$ cat src/design/kcst_pkg.sv
package kcst_pkg;

    // Fixed field widths.
    localparam int OWNER_BITS  = 32;
    localparam int OP_BITS     = 2;
    localparam int STATUS_BITS = 3;

    // Defaults for the top-level parameters.
    localparam int ENTRIES_DEFAULT   = 64;
    localparam int QTY_BITS_DEFAULT  = 32;
    localparam int ITEM_BITS_DEFAULT = 16;

    // Operation codes carried in the op field.
    typedef enum logic [OP_BITS-1:0] {
        OP_ADD     = 2'd0,
        OP_RECEIVE = 2'd1,
        OP_CONSUME = 2'd2,
        OP_QUERY   = 2'd3
    } op_t;

    // Result status codes.
    typedef enum logic [STATUS_BITS-1:0] {
        STAT_OK        = 3'd0,
        STAT_BAD_ARG   = 3'd1,
        STAT_NOT_FOUND = 3'd2,
        STAT_DUPLICATE = 3'd3,
        STAT_FULL      = 3'd4,
        STAT_UNKNOWN   = 3'd5
    } status_t;

    // Control sequencer states.
    typedef enum logic [1:0] {
        S_IDLE,
        S_MATCH,
        S_LOOK,
        S_EXEC
    } state_t;

endpackage

$ cat src/design/kcst_key_store.sv
module kcst_key_store
    import kcst_pkg::*;
#(
    parameter int ENTRIES   = ENTRIES_DEFAULT,
    parameter int ITEM_BITS = ITEM_BITS_DEFAULT,
    parameter int IDX_W     = (ENTRIES > 1) ? $clog2(ENTRIES) : 1
) (
    input  logic                   clk,
    input  logic                   rst_n,
    input  logic                   lookup,
    input  logic [OWNER_BITS-1:0]  owner,
    input  logic [ITEM_BITS-1:0]   item,
    input  logic                   wr_en,
    input  logic [IDX_W-1:0]       wr_idx,
    output logic [ENTRIES-1:0]     match_vec,
    output logic [ENTRIES-1:0]     free_first,
    output logic                   full
);

    logic [ENTRIES-1:0]    valid_reg;
    logic [OWNER_BITS-1:0] key_owner_reg [ENTRIES];
    logic [ITEM_BITS-1:0]  key_item_reg [ENTRIES];
    logic [ENTRIES-1:0]    match_reg;
    logic [ENTRIES-1:0]    free_reg;
    logic                  full_reg;
    logic [ENTRIES-1:0]    match_next;
    logic [ENTRIES-1:0]    free_next;

    // Compare the key against every stored key at once.
    always_comb
    begin
        for (int i = 0; i < ENTRIES; i++)
        begin
            match_next[i] = valid_reg[i] && (key_owner_reg[i] == owner)
                            && (key_item_reg[i] == item);
        end
        // Isolate the lowest clear valid bit.
        free_next = ~valid_reg & (valid_reg + ENTRIES'(1));
    end

    // Valid bits and lookup results.
    always_ff @(posedge clk or negedge rst_n)
    begin
        if (!rst_n)
        begin
            valid_reg <= '0;
            match_reg <= '0;
            free_reg  <= '0;
            full_reg  <= 1'b0;
        end
        else
        begin
            if (wr_en)
            begin
                valid_reg[wr_idx] <= 1'b1;
            end
            if (lookup)
            begin
                match_reg <= match_next;
                free_reg  <= free_next;
                full_reg  <= &valid_reg;
            end
        end
    end

    // Key storage has no reset; it is only compared where valid.
    always_ff @(posedge clk)
    begin
        if (wr_en)
        begin
            key_owner_reg[wr_idx] <= owner;
            key_item_reg[wr_idx]  <= item;
        end
    end

    assign match_vec  = match_reg;
    assign free_first = free_reg;
    assign full       = full_reg;

endmodule

$ cat config.mk
export PLATFORM = sky130hd
export DESIGN_NAME = kcst_key_store
export DESIGN_NICKNAME = d
export VERILOG_FILES = /design/src/design/kcst_pkg.sv /design/src/design/kcst_key_store.sv
export SDC_FILE = /design/constraint.sdc
export NUM_CORES = 2
export LEC_CHECK = 0
export BUFFER_PORTS_ARGS = -buffer_cell sky130_fd_sc_hd__buf_2
export CAP_MARGIN = 10
export CORE_MARGIN = 2
export CORE_UTILIZATION = 40
export CTS_CLUSTER_DIAMETER = 100
export DETAILED_ROUTE_END_ITERATION = 16
export GPL_TIMING_DRIVEN = 1
export PLACE_DENSITY_LB_ADDON = 0.2
export SYNTH_ARGS = -nofsm -noshare
export SYNTH_HDL_FRONTEND = slang
export SYNTH_SLANG_ARGS = --single-unit
$ cat constraint.sdc
create_clock -name clk -period 1.9 [get_ports clk]
set_input_delay 0.095 -clock clk [delete_from_list [all_inputs] [get_ports clk]]
set_output_delay 0.095 -clock clk [all_outputs]
set_load 0.02 [all_outputs]
==> impl_results.md <==
* Flop pwr share at 48.7%
* PwrDens at 959 nW/µm²
* # port buffers at 186
* Crit path largest cell delay at 0.50 ns
* Vias per cell at 5.57
* Post-synth EDFFs at 3072
* Final WL at 487000 µm
* Clock Latency Late Sink at 0.94 ns
* Die width at 586 µm
* Failing checks: setup timing
* I/O pins at 187
* Worst Setup Slack, final at -0.256 ns
* Post-route cell area at 171000 µm²
* Hold depth at 2
* CP startpoint: valid_reg[7]
* DR iter-0 viols at 10200
* CP arrival at 2.98 ns
* Fin nets at 10200
* Final Hold Vio Count at 0
* Unrepaired setup endpoints after global routing: true
* Number of max-cap violations at 0
* CTS buffer count at 356
* Tightest Hold Check Type: in2reg
* Largest family of logic cells by synthesized area: XOR/XNOR gates
* CTS tree: done
* Syn Nets at 8416
* Highest Clock Rate at 464 MHz
* Post-route minimum period at 2.16 ns
* Most frequent cells in the layout: edfxtp_1, xnor2_1, buf_4, xor2_1, nand4_1
* Kind of critical path: reg2reg
* Hold worst-path end: key_item_reg[63][5]
* TritonRoute pass-1 iters at 9
* Total global-route track usage at 28.0%
* Placed inst area at 157000 µm²
* Largest net degree at the start of global routing at 74
* XOR/XNOR Fraction of Synth Area at 17.7%
* Net Sw Power at 39.4 mW
* Worst setup SP type: register
* Crit. End Element: register
* Clock power share at 42.4%
* Number of flip-flops in the largest register at 2048
* Reg-to-Reg Start: valid_reg[7]
* Initial Util at 40.2%
* Vias in the first global route at 80900
* Final Non-Filler Cells at 15000
* Bufs and invs on worst path at 1
* Hold path start: item[5]
* Sw Share at 24.0%
* Slew Viols, Final at 0
* R2r endpoint: free_first[31]
* R2R Setup Slk at -0.26 ns
* Worst relative slew slack at 52.0%
* Static leakage at 57.4 nW
* Wire per inst at 32.5 µm
* Syn_area_per_cell at 16.2 µm²
* Netlist cell types at 65
* CTS H-tree lvls at 5
* Post-Syn Instances at 8358
* Internal power at 125 mW
* Core area at 337000 µm²
* Maximum buffer depth of the clock tree at 4
* Cell mode on critical path: nand4_1
* Crit-path cells: and4_4 -> buf_6 -> nand4_1 -> nor4_4 -> nand4_1 -> o32ai_1
* Final ANT Viol Nets at 0
* Power share of the combinational group at 8.9%
* Die Span Y at 586 µm
* Number of clock sinks at 3265
* Primary FF master, synth: edfxtp_1
* Core Util, Final at 50.9%
* Seq cells post-synth at 3265
* Die area at 343000 µm²
* GPL Wtd Cong at 0.907
* Post-Place Cells at 14200
* Clock Tree Root: clkbuf_16
* Outcome: finished, violations left
* Global-route wire length before repair at 666000 µm
* Clk slew on worst S/H paths at 0.06 ns
* Ys async rst share at 5.91%
* Layout Area Growth over Synthesis at 26.6%
* Tcrit/Tclk final at 113%
* Crit path max-delay family: simple AND/OR/NAND/NOR gates
* Synth warn at 0
* Worst R2R Path Depth at 6
* Multiplexer share of the synthesized area at 0%
* Initial antenna violation count at 48
* Post-DP HPWL at 336000 µm
* Critical Path Fanout Max at 4
* Commonest non-fill, non-tap cell in the layout: edfxtp_1
* Synth Cell Area at 135000 µm²
* Row count at 213
* Least-Margin Pin Slew at 0.717 ns
* Worst IR Drop VDD at 716 µV
* CP required at 2.72 ns
* Final setup violation count at 44
* Vias at 83500
* Skew final at 0.0352 ns
* Remaining DRCs at 0
* Total congestion overflow at 0
* Post-synthesis simple-gate area fraction at 5.79%
* Post-synthesis compound-gate area fraction at 2.96%
* Post-synthesis adder-cell area fraction at 0%
* Fraction of layout cells with a size suffix above 1 at 24.6%
* Slowest cell on crit path: dfrtp_2
* Register area share after synthesis at 71.7%
## kinds of logic (layout without fill, tap and decap cells)
logic type,count (synthesis),after routing
other,0,12
buffers and inverters,535,2644
AND/OR/NAND/NOR,1335,1335
XOR/XNOR,2737,2737
flip-flops,3265,3265
AO/OA/AOI/OAI,486,486
## what timing repair did
item	4_1_cts	5_1_grt
gates resized for setup	112	85
hold buffers	84	2
setup endpoints to repair	85	372
buffers inserted	10	4
cloned	1	2
pin swaps	52	35
endpoints found under the hold margin	2709	13
## synth_stat cells (6+ instances only)
master	n	area, µm²
a32o_1	18	180
nand2b_1	38	238
or4_1	6	45.0
buf_2	287	1440
buf_1	26	97.6
o31ai_1	7	52.6
and3_1	8	50.1
o211ai_1	9	67.6
buf_4	12	90.1
inv_1	129	484
o221ai_1	24	210
nand3b_1	10	75.1
nand2_1	86	323
a222oi_1	20	200
or2_2	60	375
dfrtp_1	193	4830
a22o_1	53	464
o21ai_0	20	100
nor2b_1	17	106
nor4_1	349	2180
o2bb2ai_1	105	920
nand3_1	88	440
edfxtp_1	3072	92200
a21oi_1	9	45.0
nor2_1	99	372
a2111oi_0	22	193
xor2_1	1002	8780
xnor2_1	1735	15200
o22ai_1	78	488
a221oi_1	22	193
or3_1	8	50.1
nand4_1	483	3020
clkbuf_1	64	240
o2111ai_1	28	245
clkinv_1	14	52.6
a211o_1	12	105
nor3_1	59	295
o32ai_1	32	280
## worst max-delay path by stage
stage	to	slack (ns)	cells after the start
after global routing	free_first[31]	-0.34	6
after global placement	match_vec[6]	-0.91	7
after floorplan	key_item_reg[51][0]	-0.30	3
final	free_first[31]	-0.26	6
after detailed placement	match_vec[6]	-0.90	7
after CTS	free_first[31]	-0.23	6
## metrics by stage
stage | hold WS (ns) | setup TNS [ns] | worst slack, ns | power [mW]
final | 0.0693 | -5.74 | -0.256 | 164
after global placement | -0.00827 | -37.17 | -0.915 | 95.4
after CTS | 0.00757 | -8.29 | -0.232 | 165
after floorplan | -0.201 | -550.50 | -0.297 | 86.4
after detailed placement | -0.00973 | -38.39 | -0.896 | 95.5
after global routing | 0.0498 | -6.89 | -0.336 | 168
## power groups by stage
stage	logic (mW)	registers [mW]	clock network (mW)
floorplan	5.05	81.3	0
global placement	14.0	81.4	0
detailed placement	14.1	81.4	0
CTS	14.5	79.9	70.5
global route	15.1	80.0	73.2
finish	14.7	79.9	69.7
## final cells by class
type	instances	area [µm²]
Antenna cell	12	30.0
Fill cell	27900	165000
Clock inverter	191	1840
Multi-Input combinational cell	4558	37300
Inverter	144	549
Clock buffer	470	9790
Tap cell	4515	5650
Timing Repair Buffer	1839	19000
Sequential cell	3265	97100
## metal layers
metal,track usage [%],vias to the layer above,part of all wire (%),routed length (µm)
met1,40.6,44100,43,210000
li1,-,35000,-,-
met2,43.6,3814,45,221000
met4,7.31,8,2.9,14200
met5,0,-,0.011,55
met3,4.91,623,8.5,41300
Power figures use the tool's default switching activity.
